**config.mk**
```make
export PLATFORM = sky130hd
export DESIGN_NAME = fpa_front_flat
export DESIGN_NICKNAME = d
export VERILOG_FILES = /design/src/sv/fpa_pkg.sv /design/src/sv/fpa_if.sv /design/src/sv/fpa_front.sv /design/src/flat_wrapper.sv
export SDC_FILE = /design/constraint.sdc
export NUM_CORES = 1
export LEC_CHECK = 0
export BUFFER_PORTS_ARGS = -buffer_cell sky130_fd_sc_hd__clkbuf_2
export CAP_MARGIN = 20
export CELL_PAD_IN_SITES_DETAIL_PLACEMENT = 0
export CELL_PAD_IN_SITES_GLOBAL_PLACEMENT = 2
export CORE_ASPECT_RATIO = 1.75
export CORE_MARGIN = 3
export CORE_UTILIZATION = 32
export CTS_CLUSTER_DIAMETER = 200
export DETAILED_ROUTE_END_ITERATION = 12
export PLACE_DENSITY_LB_ADDON = 0.1
export SYNTH_ARGS = -nofsm -noshare
export SYNTH_HDL_FRONTEND = slang
export SYNTH_SLANG_ARGS = --single-unit
```
**constraint.sdc**
```tcl
create_clock -name clk -period 5.6 [get_ports clk]
set_input_delay 1.12 -clock clk [delete_from_list [all_inputs] [get_ports clk]]
set_output_delay 1.12 -clock clk [all_outputs]
set_load 0.005 [all_outputs]
```
**src/sv/fpa_pkg.sv**
```systemverilog
`default_nettype none
package fpa_pkg;
    localparam int WORD_BITS = 32;
    localparam int FRAC_BITS = 8;
    localparam int DIV_BITS  = WORD_BITS + FRAC_BITS + 1;

    typedef enum logic [3:0] {
        OP_ADD = 4'd0, OP_SUB = 4'd1, OP_MUL = 4'd2, OP_DIV = 4'd3,
        OP_EQ = 4'd4, OP_NE = 4'd5, OP_LT = 4'd6, OP_GT = 4'd7,
        OP_LE = 4'd8, OP_GE = 4'd9, OP_MIN = 4'd10, OP_MAX = 4'd11,
        OP_INC = 4'd12, OP_DEC = 4'd13, OP_TO_INT = 4'd14, OP_FROM_INT = 4'd15
    } op_t;

    typedef enum logic [1:0] {
        ST_OK = 2'd0, ST_OVF = 2'd1, ST_DIV0 = 2'd2
    } status_t;

    typedef struct packed {
        logic [3:0]                  req_type;
        logic signed [WORD_BITS-1:0] operand_a;
        logic signed [WORD_BITS-1:0] operand_b;
    } req_t;

    typedef struct packed {
        logic signed [WORD_BITS-1:0] result_value;
        logic                        compare_true;
        logic [1:0]                  status;
    } rsp_t;

    // Classified item handed from the front to the back.
    typedef struct packed {
        logic [3:0]           op;
        logic                 neg;      // sign of the product or quotient
        logic                 sa;
        logic [WORD_BITS-1:0] a;
        logic [WORD_BITS-1:0] b;
        logic [WORD_BITS-1:0] ma;
        logic [WORD_BITS-1:0] mb;
    } cls_t;

    // Saturate a sign/magnitude value given as magnitude plus an overflow hint.
    function automatic logic [WORD_BITS:0] sat_pack(input logic neg,
        input logic big, input logic [WORD_BITS-1:0] mag);
        logic [WORD_BITS-1:0] limit;
        logic [WORD_BITS-1:0] m;
        logic                 ovf;
        begin
            limit = neg ? {1'b1, {(WORD_BITS-1){1'b0}}} : {1'b0, {(WORD_BITS-1){1'b1}}};
            ovf = big || (mag > limit);
            m = ovf ? limit : mag;
            sat_pack = {ovf, (neg ? (~m + 1'b1) : m)};
        end
    endfunction
endpackage
`default_nettype wire

```
**src/sv/fpa_if.sv**
```systemverilog
`default_nettype none
interface fpa_req_if;
    import fpa_pkg::*;
    logic valid;
    logic ready;
    req_t data;
    modport source (output valid, output data, input ready);
    modport sink (input valid, input data, output ready);
endinterface

`default_nettype wire

```
**src/sv/fpa_front.sv**
```systemverilog
`default_nettype none
module fpa_front
    import fpa_pkg::*;
(
    input  wire logic clk,
    input  wire logic rst_n,
    fpa_req_if.sink   req,
    output logic      cls_valid,
    output cls_t      cls,
    input  wire logic cls_ready
);
    logic cls_valid_reg;
    cls_t cls_reg;
    cls_t cls_next;
    logic sa, sb;

    assign req.ready = !cls_valid_reg || cls_ready;
    assign cls_valid = cls_valid_reg;
    assign cls = cls_reg;

    always_comb
    begin
        sa = req.data.operand_a[WORD_BITS-1];
        sb = req.data.operand_b[WORD_BITS-1];
        cls_next.op = req.data.req_type;
        cls_next.sa = sa;
        cls_next.neg = sa ^ sb;
        cls_next.a = req.data.operand_a;
        cls_next.b = req.data.operand_b;
        cls_next.ma = sa ? (~req.data.operand_a + 1'b1) : req.data.operand_a;
        cls_next.mb = sb ? (~req.data.operand_b + 1'b1) : req.data.operand_b;
    end

    always_ff @(posedge clk or negedge rst_n)
    begin
        if (!rst_n)
        begin
            cls_valid_reg <= 1'b0;
        end
        else if (req.ready)
        begin
            cls_valid_reg <= req.valid;
        end
    end

    always_ff @(posedge clk)
    begin
        if (req.valid && req.ready)
        begin
            cls_reg <= cls_next;
        end
    end
endmodule
`default_nettype wire

```
**src/flat_wrapper.sv**
```systemverilog
// flat-port wrapper written by rule: the top's interface ports become plain ports
module fpa_front_flat import fpa_pkg::*;
  (clk, rst_n, cls_valid, cls, cls_ready, req_valid, req_data, req_ready);
  fpa_req_if req_i ();
  input  wire logic clk;
  input  wire logic rst_n;
  output logic cls_valid;
  output cls_t cls;
  input  wire logic cls_ready;
  input wire logic [$bits(req_i.valid)-1:0] req_valid;
  input wire logic [$bits(req_i.data)-1:0] req_data;
  output wire logic [$bits(req_i.ready)-1:0] req_ready;
  assign req_i.valid = req_valid;
  assign req_i.data = req_data;
  assign req_ready = req_i.ready;
  fpa_front u_core (.clk(clk), .rst_n(rst_n), .req(req_i), .cls_valid(cls_valid), .cls(cls), .cls_ready(cls_ready));
endmodule
```
==> metrics.md <==
| Metric | Value |
|---|---|
| Worst reg-to-reg path cell count | `3` |
| Seq cells post-synth | `between 100 and 150` |
| Slew @ Worst Pin | `between 1 and 1.5 ns` |
| Mux contribution to synthesized area | `0` |
| Clock power share | `0.437` |
| Final setup vio count | `0` |
| H-tree Lvls | `4` |
| Postcts setup bufs | `0` |
| Die H | `179.0 um` |
| RePlAce Congestion | `approximately 0.72` |
| CTS Sinks | `132` |
| Routed vias | `between 3000 and 4000` |
| Critical path start-end classification | `primary input to flop` |
| Clk slew on worst S/H paths | `0.06 ns` |
| WL final | `14.17 mm` |
| CTS tree | `built` |
| Synth area leaders | `edfxtp_1 (72%), xnor2_1 (9.0%), o41ai_1 (2.6%), o31ai_1 (2.2%), nand2_1 (1.6%)` |
| Post-CTS sizing | `0` |
| Seq/Total Area, Yosys | `0.7230` |
| P_leak | `2.776 nW` |
| F_max | `326.5 MHz` |
| PD cells | `roughly 340 nW/um2` |
| WP data required | `between 5 and 6 ns` |
| Root buffer cell | `clkbuf_16` |
| Post-synthesis xor/xnor area fraction | `0.09438` |
| Worst Path Max Fanout | `10` |
| Main combinational cell family by area after synthesis | `XOR/XNOR gates` |
| Critical-path cell list | `clkbuf_2 > nor4_2 > nand4_1 > o41ai_1 > xnor2_1` |
| DRC violations left | `0` |
| Min-delay worst type | `primary input to asynchronous set/reset pin` |
| Largest register FFs | `around 130` |
| DR iter-0 viols | `87` |
| Min Hold Slack | `around 0.47 ns` |
| Synth Area in Simple Gates | `0.08821` |
| Vias in the first global route | `~3900` |
| Syn_nets | `about 420` |
| Final number of hold-violating endpoints | `0` |
| Grt ovf | `0` |
| Core area | `16600 um2` |
| Final Instance Area | `~7300 um2` |
| Crit-path slowest cell | `nor4_2` |
| GRT Total Usage | `0.1534` |
| Full die area | `18780 um2` |
| RSZ-0062 raised after global routing | `false` |
| Hold buffer count at cts | `0` |
| Initial core utilization | `0.3298` |
| Yosys top cell area share | `0.7185` |
| Dpl cell area | `6749 um2` |
| Setup TNS | `0 ns` |
| Headroom to the max-slew limit | `0.3243` |
| Slew Limit Fails | `0` |
| Sw frac | `0.2335` |
| Post-Synthesis Cells | `roughly 340` |
| Crit start category | `primary input` |
| Synth Warn # | `0` |
| Unique masters post-synth | `35` |
| Area delta synth->final | `33.89%` |
| Port bufs | `a little over 200` |
| Clock Skew | `0.01125 ns` |
| Max-cap violation count | `0` |
| Post-Syn Area | `about 5500 um2` |
| Status | `complete, no violations` |
| Mean Syn Cell Area | `approximately 16 um2` |
| ANT nets after route | `0` |
| Fraction of the mapped netlist area in compound gates | `0.06924` |
| Critical Path AT | `around 3.2 ns` |
| Crit path capture type | `flop` |
| Combinational share of power | `0.092` |
| Maximum vdd drop | `about 0.00018 V` |
| Detailed-route wire length per cell | `~18 um` |
| Antenna violations before repair | `0` |
| Most common cell in the netlist | `edfxtp_1` |
| Most frequent cells after synthesis | `edfxtp_1 (131), xnor2_1 (56), nand2_1 (23), o31ai_1 (16), o41ai_1 (16)` |
| Fillcell total | `1594` |
| I/O pin total | `208` |
| Row count | `62` |
| Top_reg_cell synth | `edfxtp_1` |
| Via density | `4.680` |
| Tmin final | `around 3 ns` |
| Final cycle utilization of the critical path | `0.5470` |
| CTS Buffer Depth | `2` |
| Largest net degree at the start of global routing | `76` |
| Post-Synth Adder-Cell Area | `0.009141` |
| Synth area leader | `edfxtp_1` |
| TritonRoute pass-1 iters | `4` |
| CP max stage delay | `0.87 ns` |
| Clk Latency, worst-skew pair | `around 0.41 ns` |
| Dpl hpwl | `~11 mm` |
| Antenna Diode Count | `0` |
| Post-synth ARST share | `0.007576` |
| EDFF count, synth | `~130` |
| Int Power | `just under 0.002 W` |
| Share of layout cells above drive strength 1 | `0.4464` |
| Die W | `between 100 and 150 um` |
| First-pass GRT wire length | `between 20 and 25 mm` |
| Seq pwr share | `0.471` |
| Psw | `0.0005870 W` |
| Nets | `632` |
| CTS Buf Count | `17` |
path summary, 6_finish.rpt:
kind / from / endpoint / slack, ns
worst min-delay path: rst_n / u_core.cls_valid / 0.47
worst max register to register: u_core.cls_valid / u_core.cls[11] / 3.56
worst max-delay path: req_data[3] / u_core.cls[22] / 2.54
max in group asynchronous: rst_n / u_core.cls_valid / 5.05
min in group clk: u_core.cls_valid / u_core.cls_valid / 0.55
worst min register to register: u_core.cls_valid / u_core.cls_valid / 0.55
cells in the final DEF (no fill, tap or decap), types with 6 or more instances in the layout:
master / synthesis / final
or3_1: 6 / 6
nand2_1: 23 / 23
nor3_1: 6 / 6
o31ai_1: 16 / 16
o21ai_0: 11 / 11
clkbuf_2: 0 / 207
inv_1: 6 / 6
xnor2_1: 56 / 56
o41ai_1: 16 / 16
edfxtp_1: 131 / 131
nand2b_1: 8 / 8
clkbuf_16: 0 / 17
worst max-delay path, delay by kind of cell:
kind	cells	cell delay, ns
buffers and inverters	1	0.13
xor gates and xnor gates	1	0.11
AOI/OAI and AO/OA	1	0.48
and+or+nand+nor	2	1.38
routing by layer:
| layer | track usage | vias to the layer above | share of wire |
|---|---|---|---|
| li1 | - | 1762 | - |
| met1 | 0.1562 | 1801 | 0.35 |
| met2 | 0.2907 | 131 | 0.57 |
| met3 | 0.04468 | 17 | 0.062 |
| met4 | 0.06185 | 0 | 0.018 |
| met5 | 0 | - | 0 |
final cells by class:
type,count,area (um2),share of cell area
clock buffer,18,429.2,0.05854
timing repair buffer,208,1056,0.1441
tap,224,280.3,0.03823
multi-input combinational,191,1431,0.1953
sequential,132,3959,0.5400
inverter,6,22.52,0.003072
clock inverter,14,152.6,0.02082
power by group through the flow:
| stage | registers [W] | logic, W | clock network (W) |
|---|---|---|---|
| 2_1_floorplan | 0.00122 | 0.0000893 | 0 |
| 3_3_place_gp | 0.00120 | 0.000237 | 0 |
| 3_5_place_dp | 0.00121 | 0.000238 | 0 |
| 4_1_cts | 0.00119 | 0.000239 | 0.00113 |
| 5_1_grt | 0.00119 | 0.000257 | 0.00117 |
| 6_report | 0.00118 | 0.000231 | 0.00110 |
logic make-up after synthesis:
group,Yosys count
flip-flops,132
AO/OA/AOI/OAI,48
AND/OR/NAND/NOR,80
buffers and inverters,18
XOR/XNOR,59
adder cells (fa/ha/maj),4
stage by stage:
step / total power, W / utilization / std cells / worst slack, ns
3_5_place_dp: 0.001445 / 0.4065 / 761 / 2.067
6_report: 0.002515 / 0.4416 / 793 / 2.537
3_3_place_gp: 0.001442 / 0.4065 / 761 / 2.112
4_1_cts: 0.002557 / 0.4416 / 793 / 2.491
5_1_grt: 0.002617 / 0.4416 / 793 / 2.377
2_1_floorplan: 0.001309 / - / 341 / 0.7953
Power figures use the tool's default switching activity.
