===== config.mk =====
export PLATFORM = sky130hd
export DESIGN_NAME = fpa_fifo
export DESIGN_NICKNAME = d
export VERILOG_FILES = /design/src/sv/fpa_pkg.sv /design/src/sv/fpa_fifo.sv
export SDC_FILE = /design/constraint.sdc
export NUM_CORES = 1
export LEC_CHECK = 0
export ABC_AREA = 0
export BUFFER_PORTS_ARGS = -buffer_cell sky130_fd_sc_hd__clkbuf_2
export CAP_MARGIN = 15
export CORE_MARGIN = 3
export CORE_UTILIZATION = 40
export DETAILED_ROUTE_END_ITERATION = 10
export SKIP_LAST_GASP = 1
export SYNTH_ARGS = -nofsm -noshare
export SYNTH_HDL_FRONTEND = slang
export SYNTH_SLANG_ARGS = --single-unit
export TNS_END_PERCENT = 5

===== constraint.sdc =====
create_clock -name clk -period 15.9 [get_ports clk]
set_clock_uncertainty 0.15 [all_clocks]
set_input_delay 0.795 -clock clk [delete_from_list [all_inputs] [get_ports clk]]
set_output_delay 0.795 -clock clk [all_outputs]
set_load 0.005 [all_outputs]

===== src/sv/fpa_pkg.sv =====
`default_nettype none
package fpa_pkg;
    localparam int WORD_BITS = 32;
    localparam int FRAC_BITS = 8;
    localparam int DIV_BITS  = WORD_BITS + FRAC_BITS + 1;

    typedef enum logic [3:0] {
        OP_ADD = 4'd0, OP_SUB = 4'd1, OP_MUL = 4'd2, OP_DIV = 4'd3,
        OP_EQ = 4'd4, OP_NE = 4'd5, OP_LT = 4'd6, OP_GT = 4'd7,
        OP_LE = 4'd8, OP_GE = 4'd9, OP_MIN = 4'd10, OP_MAX = 4'd11,
        OP_INC = 4'd12, OP_DEC = 4'd13, OP_TO_INT = 4'd14, OP_FROM_INT = 4'd15
    } op_t;

    typedef enum logic [1:0] {
        ST_OK = 2'd0, ST_OVF = 2'd1, ST_DIV0 = 2'd2
    } status_t;

    typedef struct packed {
        logic [3:0]                  req_type;
        logic signed [WORD_BITS-1:0] operand_a;
        logic signed [WORD_BITS-1:0] operand_b;
    } req_t;

    typedef struct packed {
        logic signed [WORD_BITS-1:0] result_value;
        logic                        compare_true;
        logic [1:0]                  status;
    } rsp_t;

    // Classified item handed from the front to the back.
    typedef struct packed {
        logic [3:0]           op;
        logic                 neg;      // sign of the product or quotient
        logic                 sa;
        logic [WORD_BITS-1:0] a;
        logic [WORD_BITS-1:0] b;
        logic [WORD_BITS-1:0] ma;
        logic [WORD_BITS-1:0] mb;
    } cls_t;

    // Saturate a sign/magnitude value given as magnitude plus an overflow hint.
    function automatic logic [WORD_BITS:0] sat_pack(input logic neg,
        input logic big, input logic [WORD_BITS-1:0] mag);
        logic [WORD_BITS-1:0] limit;
        logic [WORD_BITS-1:0] m;
        logic                 ovf;
        begin
            limit = neg ? {1'b1, {(WORD_BITS-1){1'b0}}} : {1'b0, {(WORD_BITS-1){1'b1}}};
            ovf = big || (mag > limit);
            m = ovf ? limit : mag;
            sat_pack = {ovf, (neg ? (~m + 1'b1) : m)};
        end
    endfunction
endpackage
`default_nettype wire


===== src/sv/fpa_fifo.sv =====
`default_nettype none
module fpa_fifo
    import fpa_pkg::*;
(
    input  wire logic clk,
    input  wire logic rst_n,
    input  wire logic in_valid,
    input  cls_t      in_data,
    output logic      in_ready,
    output logic      out_valid,
    output cls_t      out_data,
    input  wire logic out_ready
);
    // Two-entry queue.
    cls_t       mem_reg [2];
    logic       wr_ptr_reg, rd_ptr_reg;
    logic [1:0] count_reg;
    logic       push, pop;

    assign in_ready = (count_reg != 2'd2);
    assign out_valid = (count_reg != 2'd0);
    assign out_data = mem_reg[rd_ptr_reg];
    assign push = in_valid && in_ready;
    assign pop = out_valid && out_ready;

    always_ff @(posedge clk or negedge rst_n)
    begin
        if (!rst_n)
        begin
            wr_ptr_reg <= 1'b0;
            rd_ptr_reg <= 1'b0;
            count_reg <= 2'd0;
        end
        else
        begin
            if (push)
            begin
                wr_ptr_reg <= ~wr_ptr_reg;
            end
            if (pop)
            begin
                rd_ptr_reg <= ~rd_ptr_reg;
            end
            count_reg <= count_reg + {1'b0, push} - {1'b0, pop};
        end
    end

    always_ff @(posedge clk)
    begin
        if (push)
        begin
            mem_reg[wr_ptr_reg] <= in_data;
        end
    end
endmodule
`default_nettype wire


==> results of run 1 <==
==> through the flow <==
| stage | utilization (%) | cells |
|---|---|---|
| floorplan | - | 434 |
| global placement | 48.0 | 1021 |
| detailed placement | 48.0 | 1021 |
| CTS | 51.7 | 1073 |
| global route | 51.7 | 1073 |
| finish | 51.7 | 1073 |
==> logic make-up (layout without fill, tap and decap cells) <==
| kind of cell | Yosys count | count (layout) | share of synthesized area (%) |
|---|---|---|---|
| mux | 134 | 134 | 16.9 |
| simple gates | 6 | 6 | 0.323 |
| xor+xnor | 4 | 4 | 0.348 |
| flops | 272 | 272 | 81.0 |
| buf+inv | 16 | 331 | 1.22 |
| fa+ha+maj | 2 | 2 | 0.249 |
==> repair_timing <==
action                                  in CTS  in global routing
endpoints found under the setup margin       0                  0
resized for setup                            0                  0
endpoints found under the hold margin        4                  0
hold buffers                                 1                  0
==> layer usage <==
metal / up-vias / wire (um) / global-route usage (%) / part of all wire [%]
met3: 31 / 2250 / 5.89 / 12
met1: 2453 / 7590 / 16.5 / 39
met2: 212 / 9090 / 22.0 / 47
met4: 2 / 439 / 3.77 / 2.3
met5: - / 8 / 0 / 0.041
li1: 2321 / - / - / -
==> cell type report <==
type | instances | area, um2
clock inverters | 17 | 153
flip-flops and latches | 272 | 8150
repair buffers | 279 | 1410
multi-input cells | 146 | 1800
clock buffers | 34 | 744
well taps | 324 | 405
fillers | 2061 | 11900
inverters | 1 | 3.75
==> final timing paths <==
kind                                         from                       end  slack (ns)
max in group asynchronous                   rst_n    rd_ptr_reg$_DFFE_PN0P_       14.97
max reg2reg                count_reg[0]$_DFF_PN0_  mem_reg[1][81]$_DFFE_PP_       13.04
min                                   in_data[14]  mem_reg[0][14]$_DFFE_PP_        0.31
min in group asynchronous                   rst_n    count_reg[0]$_DFF_PN0_        0.48
max                        rd_ptr_reg$_DFFE_PN0P_               out_data[3]       12.27
min reg2reg                count_reg[0]$_DFF_PN0_    count_reg[0]$_DFF_PN0_        0.38
==> cell usage after synthesis <==
cell / number / share of area [%]
nand2b_1: 1 / 0.062
and3_1: 1 / 0.062
inv_1: 1 / 0.037
buf_6: 7 / 0.78
nor2_1: 1 / 0.037
xnor2_1: 3 / 0.26
edfxtp_1: 268 / 80
nand2_1: 1 / 0.037
or2_2: 1 / 0.062
buf_2: 8 / 0.40
dfrtp_1: 4 / 1.0
mux2_2: 84 / 9.4
mux2_4: 50 / 7.5
and2_1: 1 / 0.062
ha_1: 2 / 0.25
xor2_1: 1 / 0.087
==> cell usage in the layout (no fill, tap or decap), drive strengths merged, types with 2 or more instances in the layout <==
cell / n
ha: 2
bufinv: 3
mux2: 134
dfrtp: 4
buf: 5
clkinv: 13
clkbuf: 307
xnor2: 3
edfxtp: 268
==> power by group <==
group / total, mW / switching, mW / internal (mW)
combinational: 0.629 / 0.306 / 0.323
sequential: 1.04 / 0.0555 / 0.984
clock: 0.630 / 0.251 / 0.379
total: 2.30 / 0.613 / 1.69
==> flow_summary.json, run 1 <==
{
  "status": "complete, no violations",
  "grtUsageTotal_pct": 13.5,
  "syn_area_per_cell_um2": 23.2,
  "crit_type": "reg2out",
  "worstPathRequired_ns": 14.96,
  "drtIter0Drc": 280,
  "boundaryPins": 274,
  "min_path_type": "in2reg",
  "p_leak_nw": 4.92,
  "cts_setup_buffers": 0,
  "first_global_vias": 5391,
  "startpoint_type": "flip-flop",
  "drv_slew": 0,
  "antenna_found_initial": 1,
  "row_count": 57,
  "syn_to_final_growth_pct": 26.0,
  "min_path_cells": 1,
  "gr-total-overflow": 0,
  "via_per_inst": 4.68,
  "setup_ws_ns": 12.27,
  "ys_ff_latch": 272,
  "peakVddDrop_v": 0.0000871,
  "die_h_um": 165,
  "critPathCaptureType": "output port",
  "dr_total_vias": 5019,
  "critical_path_arrival_ns": 2.69,
  "cp.buffers_inverters": 2,
  "syn-num-nets": 574,
  "drc": 0,
  "synthDistinctLibCells": 16,
  "clock-sinks": 272,
  "finalPower_mw": 2.30,
  "diodes": 0,
  "grt_first_pass_wirelength_mm": 28.6,
  "post-route-period-util_pct": 22.9,
  "wl_per_cell_um": 18.1,
  "synth_cells": 434,
  "slew_headroom_pct": 25.7,
  "fin_nets": 868,
  "drtPass1Iterations": 4,
  "wl_mm": 19.4,
  "start_util_pct": 41.0,
  "rsz0062_at_grt": "false",
  "final_layout_size_suffix_gt1_share_pct": 60.6,
  "insertion_delay_ns": 0.52,
  "maxCapViolCount": 0,
  "hold_viol_final": 0,
  "clk_path_buf_depth": 3,
  "hpwl_mm": 13.2,
  "ant_nets": 0,
  "clk_pin_slew_ns": 0.06,
  "crit_chain": "buf_4, mux2_2, clkbuf_2",
  "largest_register_ffs": 268,
  "tightest_slew_ns": 1.11,
  "place_ws_ns": 12.66,
  "place.gp.congestion": 0.735,
  "htree_levels": 1,
  "fmax_mhz": 275,
  "tns_ns": 0,
  "power_density_nw_per_um2": 181,
  "core_um2": 24500,
  "cts_tree": "built",
  "numCtsBuffers": 28,
  "ys_seq_area_share_pct": 81.0,
  "placed_cell_area_um2": 11800,
  "cp_slowest_stage_delay_ns": 0.77,
  "grt_max_degree": 81,
  "timing.hold.ws_ns": 0.305,
  "crit_cells": 3,
  "die_area_um2": 27100,
  "yosys_warnings": 0,
  "critPathSlowestCell": "dfrtp_4",
  "path_delay_family": "buffers and inverters",
  "min_period_ns": 3.63,
  "design_area_um2": 12700,
  "reg2reg_depth": 3,
  "clockRootBuffer": "clkbuf_16",
  "path_max_fanout": 54,
  "io_buffers": 273,
  "die_w_um": 165,
  "synthesis.area_um2": 10100,
  "setup_viol": 0
}
Power figures use the tool's default switching activity.
==> run 2: changes to the inputs <==
==> constraint.sdc (replaced) <==
create_clock -name clk -period 3.79 [get_ports clk]
set_clock_uncertainty 0.15 [all_clocks]
set_input_delay 0.1895 -clock clk [delete_from_list [all_inputs] [get_ports clk]]
set_output_delay 0.1895 -clock clk [all_outputs]
set_load 0.005 [all_outputs]
==> run 2 against run 1 <==
Highest routed layer is now met4. Hold slack lost 0.074 ns. Critical endpoint is now out_data[39]. First-iteration DRC count up 18%. Wire length is 7.9% higher. Register-to-register slack got worse by 11 ns. Power increased to 4.4 times the previous value. Worst setup slack worse by 11 ns.
==> flow_summary.json, run 2 (same netlist as run 1, synthesis figures left out) <==
{
  "hold_viol_final": 0,
  "fmax_mhz": 369,
  "final_layout_size_suffix_gt1_share_pct": 51.6,
  "power_density_nw_per_um2": 713,
  "placed_cell_area_um2": 11800,
  "layout_common_cells": "clkbuf_2 (273), edfxtp_1 (268), dlygate4sd3_1 (138)",
  "wl_mm": 20.9,
  "clock-sinks": 272,
  "io_buffers": 273,
  "antenna_found_initial": 2,
  "cts_setup_buffers": 0,
  "cts_tree": "built",
  "crit_type": "reg2out",
  "hpwl_mm": 13.1,
  "min_path_type": "in2reg",
  "min_period_ns": 2.71,
  "status": "complete, no violations",
  "core_um2": 24500,
  "peakVddDrop_v": 0.000489,
  "worstPathRequired_ns": 3.45,
  "slew_headroom_pct": 50.0,
  "grt_first_pass_wirelength_mm": 32.1,
  "via_per_inst": 4.59,
  "dp_cells": 1024,
  "ant_nets": 0,
  "dr_total_vias": 5595,
  "postCtsResizedCells": 0,
  "maxCapViolCount": 0,
  "cts_hold_buf": 138,
  "drtPass1Iterations": 4,
  "row_count": 57,
  "boundaryPins": 274,
  "setup_viol": 0,
  "die_area_um2": 27100,
  "first_global_vias": 6036,
  "design_area_um2": 14200,
  "place.gp.congestion": 0.760,
  "fin_cells": 1218,
  "clockRootBuffer": "clkbuf_16",
  "clk_pin_slew_ns": 0.06,
  "post-route-period-util_pct": 71.4,
  "drv_slew": 0,
  "startpoint_type": "flip-flop",
  "path_max_fanout": 48,
  "tightest_slew_ns": 0.750,
  "critical_path_arrival_ns": 2.37,
  "wl_per_cell_um": 17.2,
  "drc": 0,
  "largest_register_ffs": 268,
  "die_h_um": 165,
  "start_util_pct": 41.0,
  "numCtsBuffers": 29,
  "rsz0062_at_grt": "false",
  "grtUsageTotal_pct": 15.0,
  "die_w_um": 165,
  "fin_nets": 1009,
  "p_leak_nw": 5.57,
  "syn_to_final_growth_pct": 41.5,
  "gr-total-overflow": 0,
  "final_common_cell": "clkbuf_2",
  "drtIter0Drc": 329,
  "clk_path_buf_depth": 3,
  "insertion_delay_ns": 0.53,
  "htree_levels": 1,
  "critPathCaptureType": "output port",
  "grt_max_degree": 88
}
## run 2: cell types whose count changed in the layout (fill, tap and decap cells not counted)
cell,previous run,this run
clkbuf_1,5,4
dlygate4sd3_1,1,138
buf_12,0,3
bufinv_16,3,7
clkinvlp_4,1,2
inv_6,0,1
clkinv_1,8,9
clkinv_2,5,2
diode_2,0,2
## run 2: power by group
group          total [mW]  switching [mW]  internal [mW]
clock network        2.96            1.09           1.87
registers            4.37           0.260           4.11
logic                2.81            1.32           1.49
total                10.1            2.67           7.47
## run 2: final timing paths
| kind | cells after the start | slack, ns | to | startpoint |
|---|---|---|---|---|
| max in group asynchronous | 3 | 2.88 | rd_ptr_reg$_DFFE_PN0P_ | rst_n |
| setup reg to reg | 3 | 1.58 | mem_reg[1][111]$_DFFE_PP_ | count_reg[1]$_DFF_PN0_ |
| min in group asynchronous | 3 | 0.42 | rd_ptr_reg$_DFFE_PN0P_ | rst_n |
| hold / removal | 2 | 0.23 | mem_reg[0][78]$_DFFE_PP_ | in_data[78] |
| setup / recovery | 3 | 1.08 | out_data[39] | rd_ptr_reg$_DFFE_PN0P_ |
| hold reg to reg | 1 | 0.37 | count_reg[0]$_DFF_PN0_ | count_reg[0]$_DFF_PN0_ |
## run 2: layer usage
layer  share of wire [%]  track usage [%]  vias up
met5                   0                0        -
met4                 1.5             3.16        0
met3                 9.2             4.89       25
met2                  50             26.3      215
met1                  39             18.2     2739
li1                    -                -     2616
## run 2: critical path, stage by stage (launching register included)
cell and delay, ns:
dfrtp_4 0.88, buf_4 0.43, mux2_2 0.39, clkbuf_2 0.13
## run 2: final cells by class
class | instances | area (um2)
Antenna cell | 2 | 5.00
Clock buffer | 33 | 741
Clock inverter | 21 | 278
Fill cell | 1848 | 10300
Inverter | 1 | 3.75
Multi-Input combinational cell | 146 | 1800
Sequential cell | 272 | 8150
Tap cell | 324 | 405
Timing Repair Buffer | 419 | 2850
## run 2: metrics by stage
| stage | utilization (%) | hold slack [ns] | setup TNS [ns] | total power, mW | setup slack, ns |
|---|---|---|---|---|---|
| 2_1_floorplan | - | -0.256 | -69.80 | 6.09 | -0.521 |
| 6_report | 58.0 | 0.231 | 0 | 10.1 | 1.08 |
| 5_1_grt | 58.0 | 0.216 | 0 | 10.7 | 0.931 |
| 3_3_place_gp | 48.2 | -0.154 | 0 | 7.10 | 1.59 |
| 3_5_place_dp | 48.2 | -0.143 | 0 | 7.18 | 1.55 |
| 4_1_cts | 58.0 | 0.196 | 0 | 10.3 | 1.02 |
